===== config.mk =====
export PLATFORM = sky130hd
export DESIGN_NAME = sbus_receiver_failsafe_arm_unit
export DESIGN_NICKNAME = d
export VERILOG_FILES = /design/src/rtl/sfa_pkg.sv /design/src/rtl/sfa_ucode_rom.sv /design/src/rtl/sfa_sequencer.sv /design/src/rtl/sfa_datapath.sv /design/src/rtl/sbus_receiver_failsafe_arm_unit.sv
export SDC_FILE = /design/constraint.sdc
export NUM_CORES = 2
export LEC_CHECK = 0
export BUFFER_PORTS_ARGS = -buffer_cell sky130_fd_sc_hd__buf_2
export CAP_MARGIN = 20
export CORE_AREA = 3 3 240 242
export DETAILED_ROUTE_END_ITERATION = 12
export DIE_AREA = 0 0 243 245
export PLACE_DENSITY = 0.87
export SLEW_MARGIN = 0
export SYNTH_ARGS = -nofsm -noshare
export SYNTH_HDL_FRONTEND = slang
export SYNTH_SLANG_ARGS = --single-unit

===== constraint.sdc =====
create_clock -name aclk -period 8.4 [get_ports aclk]
set_clock_uncertainty 0.15 [all_clocks]
set_input_delay 0.42 -clock aclk [delete_from_list [all_inputs] [get_ports aclk]]
set_output_delay 0.42 -clock aclk [all_outputs]
set_load 0.02 [all_outputs]

===== src/rtl/sfa_pkg.sv =====
// ----------------------------------------------------------------------------
// sfa_pkg: shared types and constants of the frame receiver
// Frame geometry, scaling constants, microcode word layout and status bundle.
// ----------------------------------------------------------------------------
`default_nettype none

package sfa_pkg;

    // frame geometry
    localparam int FRAME_BYTES  = 24;
    localparam int NUM_CHANNELS = 10;
    localparam int STORE_DEPTH  = 1 + (11 * NUM_CHANNELS + 7) / 8;
    localparam int DATA_W       = (STORE_DEPTH - 1) * 8;
    localparam int CH_SLOTS     = (NUM_CHANNELS > 5) ? NUM_CHANNELS : 5;
    localparam int K_W          = (NUM_CHANNELS > 1) ? $clog2(NUM_CHANNELS) : 1;
    localparam int POS_W        = $clog2(FRAME_BYTES + 1);

    // field widths
    localparam int RAW_W = 11;
    localparam int CH_W  = 12;
    localparam int ANG_W = 7;
    localparam int IDX_W = 4;
    localparam int NUM_W = 21;
    localparam int Q_W   = 11;
    localparam int REC_W = 26;
    localparam int REC_SHIFT = 32;

    // scaling constants
    localparam logic [CH_W-1:0] RAW_LO    = 12'd240;
    localparam logic [CH_W-1:0] CH_LO     = 12'd1000;
    localparam logic [9:0]      CH_SPAN   = 10'd1000;
    localparam logic [9:0]      ANG_SPAN  = 10'd9;
    localparam logic [10:0]     DIV_CH    = 11'd1567;
    localparam logic [10:0]     DIV_ANG   = 11'd100;
    localparam logic [REC_W-1:0] RECIP_CH  = REC_W'((64'd1 << REC_SHIFT) / 64'd1567);
    localparam logic [REC_W-1:0] RECIP_ANG = REC_W'((64'd1 << REC_SHIFT) / 64'd100);
    localparam logic signed [12:0] OFS_CH  = 13'sd1000;
    localparam logic signed [12:0] OFS_ANG = -13'sd45;

    // stick thresholds and defaults
    localparam logic [CH_W-1:0] ARM_HIGH   = 12'd1950;
    localparam logic [CH_W-1:0] CENTER_LO  = 12'd1485;
    localparam logic [CH_W-1:0] CENTER_HI  = 12'd1515;
    localparam logic [CH_W-1:0] STICK_LOW  = 12'd1015;
    localparam logic [CH_W-1:0] CH_CENTER  = 12'd1500;
    localparam logic [CH_W-1:0] CH_IDLE    = 12'd1000;

    // configuration register indexes
    localparam logic REG_LOST_LIMIT   = 1'b0;
    localparam logic REG_FRAME_HEADER = 1'b1;

    // item kinds
    localparam logic FUNC_BYTE = 1'b0;
    localparam logic FUNC_TICK = 1'b1;

    // microcode
    localparam int PC_W = 4;

    typedef enum logic [3:0] {
        OP_NOP  = 4'd0,
        OP_WAIT = 4'd1,
        OP_PREP = 4'd2,
        OP_MULR = 4'd3,
        OP_MULQ = 4'd4,
        OP_FIX  = 4'd5,
        OP_DONE = 4'd6,
        OP_TICK = 4'd7,
        OP_EMIT = 4'd8
    } op_t;

    typedef enum logic {
        MODE_CHAN  = 1'b0,
        MODE_ANGLE = 1'b1
    } mode_t;

    typedef enum logic [2:0] {
        JC_NEXT     = 3'd0,
        JC_GOTO     = 3'd1,
        JC_DISPATCH = 3'd2,
        JC_LOOP_K   = 3'd3,
        JC_LOOP_A   = 3'd4,
        JC_EMIT     = 3'd5
    } jcond_t;

    typedef logic [PC_W-1:0] pc_t;

    typedef struct packed {
        op_t    op;
        mode_t  mode;
        jcond_t cond;
        pc_t    target;
    } uctrl_t;

    typedef struct packed {
        logic in_fire;
        logic in_tick;
        logic close_ok;
        logic k_last;
        logic a_last;
        logic out_fire;
    } dp_status_t;

    // program addresses
    localparam pc_t PC_WAIT     = 4'd0;
    localparam pc_t PC_CH_PREP  = 4'd1;
    localparam pc_t PC_CH_MULR  = 4'd2;
    localparam pc_t PC_CH_MULQ  = 4'd3;
    localparam pc_t PC_CH_FIX   = 4'd4;
    localparam pc_t PC_AN_PREP  = 4'd5;
    localparam pc_t PC_AN_MULR  = 4'd6;
    localparam pc_t PC_AN_MULQ  = 4'd7;
    localparam pc_t PC_AN_FIX   = 4'd8;
    localparam pc_t PC_DONE     = 4'd9;
    localparam pc_t PC_TICK     = 4'd10;
    localparam pc_t PC_EMIT     = 4'd11;

    function automatic logic [CH_W-1:0] ch_default(input int idx);
        if (idx == 0 || idx == 1 || idx == 3) begin
            return CH_CENTER;
        end
        return CH_IDLE;
    endfunction

endpackage

`default_nettype wire


===== src/rtl/sfa_ucode_rom.sv =====
// ----------------------------------------------------------------------------
// sfa_ucode_rom: control program of the frame receiver
// One control word per step: datapath operation, operand mode and next-step rule.
// ----------------------------------------------------------------------------
`default_nettype none

module sfa_ucode_rom
    import sfa_pkg::*;
(
    input  wire pc_t    pc,
    output uctrl_t      word
);

    always_comb begin
        word = '{op: OP_NOP, mode: MODE_CHAN, cond: JC_GOTO, target: PC_WAIT};
        case (pc)
            PC_WAIT:    word = '{op: OP_WAIT, mode: MODE_CHAN,  cond: JC_DISPATCH, target: PC_TICK};
            // channel decode loop
            PC_CH_PREP: word = '{op: OP_PREP, mode: MODE_CHAN,  cond: JC_NEXT,   target: PC_WAIT};
            PC_CH_MULR: word = '{op: OP_MULR, mode: MODE_CHAN,  cond: JC_NEXT,   target: PC_WAIT};
            PC_CH_MULQ: word = '{op: OP_MULQ, mode: MODE_CHAN,  cond: JC_NEXT,   target: PC_WAIT};
            PC_CH_FIX:  word = '{op: OP_FIX,  mode: MODE_CHAN,  cond: JC_LOOP_K, target: PC_CH_PREP};
            // roll, pitch, yaw angle loop
            PC_AN_PREP: word = '{op: OP_PREP, mode: MODE_ANGLE, cond: JC_NEXT,   target: PC_WAIT};
            PC_AN_MULR: word = '{op: OP_MULR, mode: MODE_ANGLE, cond: JC_NEXT,   target: PC_WAIT};
            PC_AN_MULQ: word = '{op: OP_MULQ, mode: MODE_ANGLE, cond: JC_NEXT,   target: PC_WAIT};
            PC_AN_FIX:  word = '{op: OP_FIX,  mode: MODE_ANGLE, cond: JC_LOOP_A, target: PC_AN_PREP};
            PC_DONE:    word = '{op: OP_DONE, mode: MODE_CHAN,  cond: JC_GOTO,   target: PC_WAIT};
            // failsafe tick and result words
            PC_TICK:    word = '{op: OP_TICK, mode: MODE_CHAN,  cond: JC_NEXT,   target: PC_WAIT};
            PC_EMIT:    word = '{op: OP_EMIT, mode: MODE_CHAN,  cond: JC_EMIT,   target: PC_WAIT};
            default:    word = '{op: OP_NOP,  mode: MODE_CHAN,  cond: JC_GOTO,   target: PC_WAIT};
        endcase
    end

endmodule

`default_nettype wire


===== src/rtl/sfa_sequencer.sv =====
// ----------------------------------------------------------------------------
// sfa_sequencer: step counter of the frame receiver
// Holds the program counter, reads the control table and resolves jumps.
// ----------------------------------------------------------------------------
`default_nettype none

module sfa_sequencer
    import sfa_pkg::*;
(
    input  wire         aclk,
    input  wire         aresetn,
    input  dp_status_t  status,
    output uctrl_t      ctrl
);

    pc_t pc_reg;
    pc_t pc_next;
    pc_t pc_inc;

    sfa_ucode_rom u_rom (
        .pc   (pc_reg),
        .word (ctrl)
    );

    assign pc_inc = pc_reg + pc_t'(1);

    always_comb begin
        pc_next = pc_reg;
        case (ctrl.cond)
            JC_NEXT: begin
                pc_next = pc_inc;
            end
            JC_GOTO: begin
                pc_next = ctrl.target;
            end
            JC_DISPATCH: begin
                // tick goes to the failsafe step, a good closing byte to decode
                if (status.in_fire) begin
                    if (status.in_tick) begin
                        pc_next = ctrl.target;
                    end else if (status.close_ok) begin
                        pc_next = pc_inc;
                    end
                end
            end
            JC_LOOP_K: begin
                pc_next = status.k_last ? pc_inc : ctrl.target;
            end
            JC_LOOP_A: begin
                pc_next = status.a_last ? pc_inc : ctrl.target;
            end
            JC_EMIT: begin
                if (status.out_fire && status.k_last) begin
                    pc_next = ctrl.target;
                end
            end
            default: begin
                pc_next = PC_WAIT;
            end
        endcase
    end

    always_ff @(posedge aclk) begin
        if (!aresetn) begin
            pc_reg <= PC_WAIT;
        end else begin
            pc_reg <= pc_next;
        end
    end

endmodule

`default_nettype wire


===== src/rtl/sfa_datapath.sv =====
// ----------------------------------------------------------------------------
// sfa_datapath: stores and arithmetic of the frame receiver
// Frame window, channel and angle stores, shared scaling unit, failsafe state.
// ----------------------------------------------------------------------------
`default_nettype none

module sfa_datapath
    import sfa_pkg::*;
(
    input  wire                     aclk,
    input  wire                     aresetn,
    input  uctrl_t                  ctrl,
    input  wire [7:0]               lost_limit,
    input  wire [7:0]               frame_header,
    input  wire                     s_valid,
    output logic                    s_ready,
    input  wire                     s_func,
    input  wire [7:0]               s_rx_byte,
    output logic                    m_valid,
    input  wire                     m_ready,
    output logic [IDX_W-1:0]        m_channel_index,
    output logic [CH_W-1:0]         m_channel_value,
    output logic signed [ANG_W-1:0] m_angle_value,
    output logic                    m_armed,
    output logic                    m_motors_enabled,
    output logic                    m_failsafe_trip,
    output logic                    m_pid_reset,
    output logic                    m_last,
    output dp_status_t              status
);

    // window
    logic [POS_W-1:0]  pos_reg;
    logic [7:0]        hdr_byte_reg;
    logic [DATA_W-1:0] frame_data_reg;

    // stores
    logic [CH_W-1:0]  ch_reg  [CH_SLOTS];
    logic [ANG_W-1:0] ang_reg [3];

    // link state
    logic       frame_good_reg;
    logic [7:0] lost_reg;
    logic       link_reg;
    logic       armed_reg;
    logic       motor_reg;
    logic       alert_reg;
    logic       pid_reg;

    // loop counters
    logic [K_W-1:0] k_reg;
    logic [1:0]     a_reg;

    // scaling unit
    logic [NUM_W-1:0] num_reg;
    logic             neg_reg;
    logic [Q_W-1:0]   q_reg;
    logic [CH_W-1:0]  rem_reg;

    logic in_fire, out_fire, is_byte, byte_open, k_last, a_last;

    assign s_ready  = (ctrl.op == OP_WAIT);
    assign m_valid  = (ctrl.op == OP_EMIT);
    assign in_fire  = s_valid && s_ready;
    assign out_fire = m_valid && m_ready;
    assign is_byte  = (s_func == FUNC_BYTE);
    assign byte_open = (pos_reg < POS_W'(FRAME_BYTES));
    assign k_last   = (k_reg == K_W'(NUM_CHANNELS - 1));
    assign a_last   = (a_reg == 2'd2);

    assign status.in_fire  = in_fire;
    assign status.in_tick  = (s_func == FUNC_TICK);
    assign status.close_ok = is_byte && (pos_reg == POS_W'(FRAME_BYTES - 1))
                             && (hdr_byte_reg == frame_header);
    assign status.k_last   = k_last;
    assign status.a_last   = a_last;
    assign status.out_fire = out_fire;

    // ---------------- scaling unit operand selection ----------------
    logic [CH_W-1:0]  ang_src, src_val, bias;
    logic signed [12:0] diff;
    logic [12:0]      mag13;
    logic [21:0]      num_full;
    logic [REC_W-1:0] recip;
    logic [10:0]      divisor;
    logic [46:0]      prod;
    logic [21:0]      qd, rem_full;
    logic [CH_W-1:0]  qf;
    logic signed [12:0] sres, res;

    always_comb begin
        case (a_reg)
            2'd0:    ang_src = ch_reg[0];
            2'd1:    ang_src = ch_reg[1];
            default: ang_src = ch_reg[3];
        endcase
    end

    assign src_val  = (ctrl.mode == MODE_CHAN) ? {1'b0, frame_data_reg[RAW_W-1:0]} : ang_src;
    assign bias     = (ctrl.mode == MODE_CHAN) ? RAW_LO : CH_LO;
    assign diff     = $signed({1'b0, src_val}) - $signed({1'b0, bias});
    assign mag13    = diff[12] ? 13'(-diff) : 13'(diff);
    assign num_full = mag13[CH_W-1:0] * ((ctrl.mode == MODE_CHAN) ? CH_SPAN : ANG_SPAN);
    assign recip    = (ctrl.mode == MODE_CHAN) ? RECIP_CH : RECIP_ANG;
    assign divisor  = (ctrl.mode == MODE_CHAN) ? DIV_CH : DIV_ANG;
    assign prod     = num_reg * recip;
    assign qd       = q_reg * divisor;
    assign rem_full = {1'b0, num_reg} - qd;
    // the estimate is at most one low; one compare fixes it
    assign qf       = {1'b0, q_reg} + ((rem_reg >= {1'b0, divisor}) ? 12'd1 : 12'd0);
    assign sres     = neg_reg ? -$signed({1'b0, qf}) : $signed({1'b0, qf});
    assign res      = sres + ((ctrl.mode == MODE_CHAN) ? OFS_CH : OFS_ANG);

    always_ff @(posedge aclk) begin
        case (ctrl.op)
            OP_PREP: begin
                num_reg <= num_full[NUM_W-1:0];
                neg_reg <= diff[12];
            end
            OP_MULR: begin
                q_reg <= prod[REC_SHIFT +: Q_W];
            end
            OP_MULQ: begin
                rem_reg <= rem_full[CH_W-1:0];
            end
            default: begin
            end
        endcase
    end

    // ---------------- frame window ----------------
    always_ff @(posedge aclk) begin
        if (ctrl.op == OP_WAIT && in_fire && is_byte && byte_open) begin
            if (pos_reg == '0) begin
                hdr_byte_reg <= s_rx_byte;
            end
            for (int i = 1; i < STORE_DEPTH; i++) begin
                if (pos_reg == POS_W'(i)) begin
                    frame_data_reg[(i - 1) * 8 +: 8] <= s_rx_byte;
                end
            end
        end else if (ctrl.op == OP_PREP && ctrl.mode == MODE_CHAN) begin
            // advance to the next packed channel
            frame_data_reg <= frame_data_reg >> RAW_W;
        end
    end

    // ---------------- failsafe and stick checks ----------------
    logic [7:0] lost_next;
    logic       trip, link_next, motor_next, arm_cond, arm_now, armed_next;

    function automatic logic centered(input logic [CH_W-1:0] v);
        return (v > CENTER_LO) && (v < CENTER_HI);
    endfunction

    assign lost_next  = frame_good_reg ? 8'd0 : lost_reg + 8'd1;
    assign trip       = (lost_next == lost_limit);
    assign link_next  = (frame_good_reg || link_reg) && !trip;
    assign motor_next = link_next || (!trip && motor_reg);
    assign arm_cond   = (ch_reg[4] > ARM_HIGH) && (ch_reg[2] < STICK_LOW)
                        && centered(ch_reg[0]) && centered(ch_reg[1]) && centered(ch_reg[3]);
    assign arm_now    = !trip && !armed_reg && arm_cond;
    assign armed_next = arm_now || (!trip && armed_reg && !(ch_reg[4] < STICK_LOW));

    always_ff @(posedge aclk) begin
        if (!aresetn) begin
            pos_reg        <= '0;
            frame_good_reg <= 1'b0;
            lost_reg       <= '0;
            link_reg       <= 1'b0;
            armed_reg      <= 1'b0;
            motor_reg      <= 1'b0;
            alert_reg      <= 1'b0;
            pid_reg        <= 1'b0;
            k_reg          <= '0;
            a_reg          <= '0;
            for (int i = 0; i < CH_SLOTS; i++) begin
                ch_reg[i] <= ch_default(i);
            end
            for (int j = 0; j < 3; j++) begin
                ang_reg[j] <= '0;
            end
        end else begin
            case (ctrl.op)
                OP_WAIT: begin
                    if (in_fire && is_byte && byte_open) begin
                        pos_reg <= pos_reg + POS_W'(1);
                        if (pos_reg == POS_W'(FRAME_BYTES - 1) && hdr_byte_reg != frame_header) begin
                            frame_good_reg <= 1'b0;
                        end
                    end
                end
                OP_FIX: begin
                    if (ctrl.mode == MODE_CHAN) begin
                        for (int i = 0; i < NUM_CHANNELS; i++) begin
                            if (k_reg == K_W'(i)) begin
                                ch_reg[i] <= res[CH_W-1:0];
                            end
                        end
                        k_reg <= k_last ? '0 : k_reg + K_W'(1);
                    end else begin
                        ang_reg[a_reg] <= res[ANG_W-1:0];
                        a_reg <= a_last ? 2'd0 : a_reg + 2'd1;
                    end
                end
                OP_DONE: begin
                    frame_good_reg <= 1'b1;
                end
                OP_TICK: begin
                    lost_reg  <= lost_next;
                    link_reg  <= link_next;
                    motor_reg <= motor_next;
                    armed_reg <= armed_next;
                    alert_reg <= trip;
                    pid_reg   <= trip || arm_now;
                    if (trip) begin
                        for (int i = 0; i < CH_SLOTS; i++) begin
                            ch_reg[i] <= ch_default(i);
                        end
                    end
                    // reopen the window
                    frame_good_reg <= 1'b0;
                    pos_reg        <= '0;
                end
                OP_EMIT: begin
                    if (out_fire) begin
                        k_reg <= k_last ? '0 : k_reg + K_W'(1);
                    end
                end
                default: begin
                end
            endcase
        end
    end

    // ---------------- result word ----------------
    always_comb begin
        m_channel_value = '0;
        for (int i = 0; i < NUM_CHANNELS; i++) begin
            if (k_reg == K_W'(i)) begin
                m_channel_value = ch_reg[i];
            end
        end
    end

    assign m_channel_index = IDX_W'(k_reg);

    always_comb begin
        if (m_channel_index == 4'd0) begin
            m_angle_value = ang_reg[0];
        end else if (m_channel_index == 4'd1) begin
            m_angle_value = ang_reg[1];
        end else if (m_channel_index == 4'd3) begin
            m_angle_value = ang_reg[2];
        end else begin
            m_angle_value = '0;
        end
    end

    assign m_armed          = armed_reg;
    assign m_motors_enabled = motor_reg;
    assign m_failsafe_trip  = alert_reg;
    assign m_pid_reset      = pid_reg;
    assign m_last           = k_last;

endmodule

`default_nettype wire


===== src/rtl/sbus_receiver_failsafe_arm_unit.sv =====
// ----------------------------------------------------------------------------
// sbus_receiver_failsafe_arm_unit: serial frame receiver with failsafe and arming
// Input words are received bytes (s_func 0) or failsafe ticks (s_func 1).
// Each tick returns one result word per channel on the m_ channel, index 0 first,
// with m_last on the final one. Bytes return nothing.
// A byte that does not close the window is taken and s_ready stays high.
// The byte that closes the 24-byte window with a matching header starts the
// decode program: 4 steps per channel through the shared multiply unit, then
// 4 steps for each of the three angles and one to mark the frame, all with
// s_ready low. A tick runs the failsafe and stick checks and then returns one
// result word per cycle while m_ready stays high.
// The control program handles one word at a time: s_ready stays low while
// results are shown, and a stalled m_ready simply holds the current result.
// Reset opens the window, loads default channels (1500 on roll, pitch, yaw,
// 1000 elsewhere), clears the angles, disarms, disables the motors and sets
// the lost-frame limit to 10 and the expected header to 15.
// Configuration writes take effect on the next cycle; the user must make them while idle (not enforced).
// ----------------------------------------------------------------------------
`default_nettype none

module sbus_receiver_failsafe_arm_unit
    import sfa_pkg::*;
(
    input  wire                     aclk,
    input  wire                     aresetn,
    // configuration
    input  wire                     cfg_wr_en,
    input  wire                     cfg_index,
    input  wire [7:0]               cfg_wdata,
    // input words
    input  wire                     s_valid,
    output logic                    s_ready,
    input  wire                     s_func,
    input  wire [7:0]               s_rx_byte,
    // result words
    output logic                    m_valid,
    input  wire                     m_ready,
    output logic [IDX_W-1:0]        m_channel_index,
    output logic [CH_W-1:0]         m_channel_value,
    output logic signed [ANG_W-1:0] m_angle_value,
    output logic                    m_armed,
    output logic                    m_motors_enabled,
    output logic                    m_failsafe_trip,
    output logic                    m_pid_reset,
    output logic                    m_last
);

    logic [7:0] lost_limit_reg;
    logic [7:0] header_reg;
    uctrl_t     ctrl;
    dp_status_t status;

    always_ff @(posedge aclk) begin
        if (!aresetn) begin
            lost_limit_reg <= 8'd10;
            header_reg     <= 8'd15;
        end else if (cfg_wr_en) begin
            case (cfg_index)
                REG_LOST_LIMIT:   lost_limit_reg <= cfg_wdata;
                REG_FRAME_HEADER: header_reg     <= cfg_wdata;
                default: begin
                end
            endcase
        end
    end

    sfa_sequencer u_seq (
        .aclk    (aclk),
        .aresetn (aresetn),
        .status  (status),
        .ctrl    (ctrl)
    );

    sfa_datapath u_dp (
        .aclk              (aclk),
        .aresetn           (aresetn),
        .ctrl              (ctrl),
        .lost_limit        (lost_limit_reg),
        .frame_header      (header_reg),
        .s_valid           (s_valid),
        .s_ready           (s_ready),
        .s_func            (s_func),
        .s_rx_byte         (s_rx_byte),
        .m_valid           (m_valid),
        .m_ready           (m_ready),
        .m_channel_index   (m_channel_index),
        .m_channel_value   (m_channel_value),
        .m_angle_value     (m_angle_value),
        .m_armed           (m_armed),
        .m_motors_enabled  (m_motors_enabled),
        .m_failsafe_trip   (m_failsafe_trip),
        .m_pid_reset       (m_pid_reset),
        .m_last            (m_last),
        .status            (status)
    );

endmodule

`default_nettype wire


# [After elaboration in Yosys (flattened, before gate mapping)]
# Memory sizes are Yosys's and may differ from the RTL's. A register that Yosys moved wholly into a read port is not among the register bits.
# Index checks and enable logic that the tools add are counted.
[totals] register_bits=210 ram_bits=141 rom_bits=192 in_bits=23 out_inout_bits=30 elab_cells=360 n_memories=3
[classes] n_addsub=11 multipliers=3 magnitude_cmp=11 eq_ne=63 mux=151 n_bitwise=23 reduce_logical=63
[memory_table] name="(no name shown)" depth=16 word_bits=12 read_ports=1 rd_ports_with_merged_regs=1 wr=0 line_no="sfa_ucode_rom.sv:16" text="case (pc)"
[memory_table] name="u_dp.ch_reg" depth=10 word_bits=12 read_ports=10 rd_ports_with_merged_regs=0 wr=10 line_no="sfa_datapath.sv:38" text="logic [CH_W-1:0] ch_reg [CH_SLOTS];"
[memory_table] name="u_dp.ang_reg" depth=3 word_bits=7 read_ports=3 rd_ports_with_merged_regs=0 wr=3 line_no="sfa_datapath.sv:39" text="logic [ANG_W-1:0] ang_reg [3];"
[ops] op="$mux 12" n=38
[ops] op="$mux 112" n=2
[ops] op="$mux 8" n=15
[ops] op="$mux 1" n=67
[ops] op="$gt 12x11->1 const B" n=4
[ops] op="$mux 4" n=11
[ops] op="$mul 21x26->43" n=1
[ops] op="$reduce_and 2->1" n=19
[ops] op="$lt 12x11->1 const B" n=3
[ops] op="$ne 2x2->1 const B" n=18
[ops] op="$eq 5x4->1 const B" n=7
[ops] op="$mux 11" n=3
[ops] op="$eq 4x3->1 const B" n=8
[ops] op="$mux 7" n=4
[ops] op="$mux 26" n=1
[ops] op="$logic_and 1x1->1" n=25
[ops] op="$lt 12x10->1 const B" n=2
[ops] op="$neg 12->12" n=2
[ops] op="$pmux 12 s2" n=1
[ops] op="$pmux 4 s6" n=1
[ops] op="$mul 12x22->21" n=1
[ops] op="$eq 5x3->1 const B" n=4
[ops] op="$mux 10" n=2
[ops] op="$or 1x1->1" n=20
[ops] op="other kinds (42)" n=66

# [Logic depth before layout (Yosys ltp)]
[depth] depth_word=11 ltp_mapped=34 ltp_nobuf=31

# [Modules after synthesis]
# From an unflattened synthesis, not the netlist that was laid out.
[hier_totals] hier_cells=3105 area_unflattened_um2=32536.2
[modules_own_cells] module="sfa_datapath" n_inst=1 cells_each=2969 area_each_um2=31370.1 seq_area_each_um2=9689.3
[modules_own_cells] module="sbus_receiver_failsafe_arm_unit" n_inst=1 cells_each=66 area_each_um2=624.3 seq_area_each_um2=320.3
[modules_own_cells] module="sfa_sequencer" n_inst=1 cells_each=43 area_each_um2=334.1 seq_area_each_um2=80.1
[modules_own_cells] module="sfa_ucode_rom" n_inst=1 cells_each=27 area_each_um2=207.7 seq_area_each_um2=0.0

# [Least setup slack after synthesis]
# Ideal clock, no wire load.
[synth_path] path_kind="flip-flop to flip-flop" start="reg, netlist name u_seq.u_rom.word[7]" end="reg u_dp.num_reg[20] (data pin)" setup_time_ns=0.265 t_arrival_ns=7.866 required_ns=7.985 path_slack_ns=0.120 path_stages_with_launch=29 n_path_buf=4 period_less_slack_ns=8.280 cell_sequence="dfxtp_1 -> buf_1 -> clkbuf_1 -> buf_1 -> buf_1 -> mux2i_1 -> ha_1 -> fa_1 -> o32ai_2 -> xnor2_1 -> or4b_1 -> nand2_1 -> xnor2_1 -> and2_1 -> ha_1 -> a21o_1 -> fa_1 -> inv_1 -> fa_1 -> inv_1 -> ha_1 -> ha_1 -> ha_1 -> a211o_1 -> or3_1 -> a211oi_1 -> nor3_1 -> o21ai_0 -> a31oi_1"
[synth_via] elab_chain_len=5 elab_cells_between_ends=7 classes_between="add/sub (2); mul (1); mux (4)"
[synth_rtl] element="$mux 12 or $mux 10 (tied branches)" line_no="sfa_datapath.sv:99, sfa_datapath.sv:100"
[synth_rtl] element="$sub 12x10->13" line_no="sfa_datapath.sv:101" text="assign diff = $signed({1'b0, src_val}) - $signed({1'b0, bias});"
[synth_rtl] element="$neg 12->12" line_no="sfa_datapath.sv:102" text="assign mag13 = diff[12] ? 13'(-diff) : 13'(diff);"
[synth_rtl] element="$mux 12" line_no="sfa_datapath.sv:102"
[synth_rtl] element="$mul 12x22->21 (*)" line_no="sfa_datapath.sv:103" text="assign num_full = mag13[CH_W-1:0] * ((ctrl.mode == MODE_CHAN) ? CH_SPAN : ANG_SPAN);"
[synth_rtl] element="named net u_dp.num_full[20]" line_no="sfa_datapath.sv:83" text="logic [21:0] num_full;"
[synth_rtl] element="end signal, assigned" line_no="sfa_datapath.sv:117" text="num_reg <= num_full[NUM_W-1:0];"
[synth_rtl] element="end, declared" line_no="sfa_datapath.sv:55" text="logic [NUM_W-1:0] num_reg;"
# Mark *: on every way through the listed nets, which the timed path passes. The rest lies on a longest branch.
# A chain may end at the register's enable or synchronous reset.

# [Final worst setup path]
[layout_path] start="reg, netlist name u_seq.u_rom.word[7]" end="reg u_dp.q_reg[10] (data pin)"
[layout_via] elab_chain_len=2
[layout_rtl] element="$mux 26" line_no="sfa_datapath.sv:104" text="assign recip = (ctrl.mode == MODE_CHAN) ? RECIP_CH : RECIP_ANG;"
[layout_rtl] element="$mul 21x26->43" line_no="sfa_datapath.sv:106" text="assign prod = num_reg * recip;"
[layout_rtl] element="named net u_dp.prod[42]" line_no="sfa_datapath.sv:86" text="logic [46:0] prod;"
[layout_rtl] element="end signal, assigned" line_no="sfa_datapath.sv:121" text="q_reg <= prod[REC_SHIFT +: Q_W];"
[layout_rtl] element="end, declared" line_no="sfa_datapath.sv:57" text="logic [Q_W-1:0] q_reg;"
# The timed path passes the listed nets, and every way through them passes these cells.

==> metrics.md <==
| Metric | Value |
|---|---|
| Endpoints failing setup | 0 |
| Residual DRC count | 0 |
| Total track usage | 26.17% |
| # clock sinks | ~360 |
| CTS H-tree depth | 2 |
| Critical-path top delay cell | a2111oi_1 |
| Iter 0 DRT Violations | 1826 |
| Outcome | complete, no violations |
| Die W | 243 um |
| TritonCTS clock tree | yes |
| CP Launch Type | register |
| GPL Wtd Cong | roughly 0.94 |
| Period utilization | between 90% and 100% |
| Aggregate negative setup slack | 0 ns |
| Mux contribution to synthesized area | 1.789% |
| Count leader, synth | inv_1 |
| Critical Path Max Stage Delay | 0.74 ns |
| Maximum root-to-sink buffer count | 3 |
| Max-cap viol count | 0 |
| Flops & latches, synth | roughly 360 |
| I/O Buffers | 52 |
| Number of global-route vias before repair | between 20000 and 25000 |
| Area grow syn2layout | 7.962% |
| Routed Antenna Nets | 0 |
| Max-slew headroom | 28.10% |
| RSZ-0062 raised after global routing | false |
| WP data arrival | between 8 and 9 ns |
| Top cell by count, worst path | fa_1 |
| First-pass GRT wire length | 124.1 mm |
| Crit Path Category | reg -> reg |
| Post-synth cell types | 95 |
| Top FF cell, synth | edfxtp_1 |
| Core area | 0.05531 mm2 |
| Initial Utilization | 59.04% |
| Total grt overflow | 0 |
| Min cycle time layout | a little over 8 ns |
| Clk pin slew, worst setup/hold paths | 0.06 ns |
| Post-CTS setup buffers | 0 |
| Req. time, crit path | 8.54 ns |
| Synth area leader | edfxtp_1 |
| Post-Syn Area | 0.03265 mm2 |
| Final hold vios | 0 |
| Total wire length | 77.30 mm |
| Via-per-instance ratio | 5.774 |
| Vias after detailed routing | 22888 |
| Post-synth ARST share | 0% |
| Worst-Skew Late Latency | 0.55 ns |
| Crit end category | register |
| ANT cells | 0 |
| Drt first pass iters | 5 |
| Syn avg cell area | 10.48 um2 |
| Die Y | 245 um |
| Area of the die | 0.05954 mm2 |
| Io pins | 53 |
| Least-Margin Pin Slew | around 1.1 ns |
| Max reg flops | 120 |
| Post-synth top area share | 28.14% |
| WL/cell | 19.50 um |
| Inserted Clock Buffers | 36 |
| FP Rows | 86 |
| Layout cells sized above 1 | 6.903% |
| Fin. max-slew vios | 0 |
| Post-synthesis compound-gate area fraction | under 10% |
| Initial antenna violation count | 0 |
| Synth top area cells | edfxtp_1, fa_1, ha_1, inv_1, dfxtp_1 |
| Post-synth EDFFs | 306 |
| Fmax | 123.8 MHz |
| Synth Instances | 3115 |
| Post-synth top cells | inv_1, fa_1, ha_1 |
| Final #Nets | just under 4000 |
| Worst path cell trace | buf_4 -> nor2b_1 -> buf_4 -> fa_1 -> fa_1 -> fa_1 -> fa_1 -> inv_1 -> fa_1 -> inv_1 -> fa_1 -> fa_1 -> ha_1 -> o21a_1 -> o211ai_1 -> a21oi_1 -> o21ai_0 -> a2111oi_1 -> buf_4 -> o2111ai_1 -> and3_1 -> a311o_1 |
| Adder and majority gate portion of the synthesized area | 34.56% |
| Largest net degree at the start of global routing | 105 |
| Post-synthesis simple-gate area fraction | 10.61% |
| Largest family of logic cells by synthesized area | adder cells |
| Register area share after synthesis | a little under a third |
| Crit Path Max Fanout | 35 |
| DP Wirelength | 60.17 mm |
| Post-synthesis xor/xnor area fraction | under 10% |
| YS warnings | 0 |
| Hold/Removal Path Class | in -> reg |
| CTS Root Cell | clkbuf_16 |
## critical path: cells and delay by family (launching register included)
kind / cells / cell delay, ns
adder cells (fa/ha/maj): 8 / 3.59
buffers and inverters: 5 / 0.95
AND/OR/NAND/NOR: 2 / 0.76
flip-flops: 1 / 0.48
AO/OA/AOI/OAI: 7 / 1.86
## per-stage QoR
step	hold slack, ns	utilization, %	area [um2]	cells	setup WS, ns
2_1_floorplan	0.3053	-	32770	3145	0.1195
3_3_place_gp	0.3137	61.18	33840	3874	0.4584
3_5_place_dp	0.3222	61.20	33850	3876	0.2699
4_1_cts	0.1290	63.61	35180	3956	0.2410
5_1_grt	0.1750	63.74	35250	3964	0.05340
6_report	0.1443	63.74	35250	3964	0.3251
## cell families (layout without fill, tap and decap cells)
family | count (synthesis) | count (layout)
buffers and inverters | 663 | 734
AOI/OAI and AO/OA | 482 | 482
other | 2 | 32
muxes | 41 | 41
DFF | 362 | 362
and+or+nand+nor | 740 | 740
adders and majority gates | 689 | 689
xor gates and xnor gates | 136 | 136
## cells in the final DEF, fill, tap and decap left out, types with 10 or more instances in the layout
master and n:
nand2b_1 32, buf_4 39, dfxtp_1 54, o22ai_1 14, o21a_1 13, a211oi_1 11
a21oi_1 95, o21ai_0 95, nand4_1 13, clkbuf_16 36, a21o_1 118, xor2_1 40
ha_1 334, mux2i_1 16, inv_1 552, nor2b_1 31, a22oi_1 10, or2_2 11
nand3_1 41, a21boi_0 25, mux2_2 10, nand2_1 283, o21bai_1 11, mux4_2 12
buf_2 56, a31oi_1 14, edfxtp_1 306, fa_1 355, xnor2_1 91, nor3_1 36
and2_1 35, nor2_1 187, conb_1 32, dlygate4sd3_1 16, and3_1 21
## area by class of cell
class                   instances  area [um2]
fillers                      4107       20050
multi-input cells            2120       19960
flip-flops and latches        362       10310
repair buffers                117       789.5
clock inverters                17       203.9
well taps                     748       935.9
clock buffers                  47       972.2
inverters                     553        2078
## worst paths after layout
| kind | startpoint | to | slack [ns] | cells after the start |
|---|---|---|---|---|
| setup reg to reg | u_seq.u_rom.word[7] | u_dp.q_reg[10] | 0.33 | 22 |
| hold / removal | aresetn | u_dp.lost_reg[4] | 0.14 | 2 |
| setup / recovery | u_seq.u_rom.word[7] | u_dp.q_reg[10] | 0.33 | 22 |
| hold reg to reg | header_reg[4] | header_reg[4] | 0.34 | 2 |
## per-layer routing
| metal | share of wire [%] | global-route usage [%] | up-vias |
|---|---|---|---|
| li1 | - | - | 10431 |
| met1 | 37 | 31.22 | 11244 |
| met2 | 51 | 47.54 | 981 |
| met3 | 7.2 | 4.086 | 232 |
| met4 | 4.2 | 10.37 | 0 |
| met5 | 0 | 0 | - |
## what timing repair did
| action | CTS | global route |
|---|---|---|
| hold buffers | 16 | 0 |
| hold endpoints to repair | 21 | 0 |
| setup endpoints to repair | 0 | 2 |
| resized for setup | 0 | 3 |
Power is not shown: default switching activity piles up to over one toggle a cycle in this logic, so the estimate is an artifact.
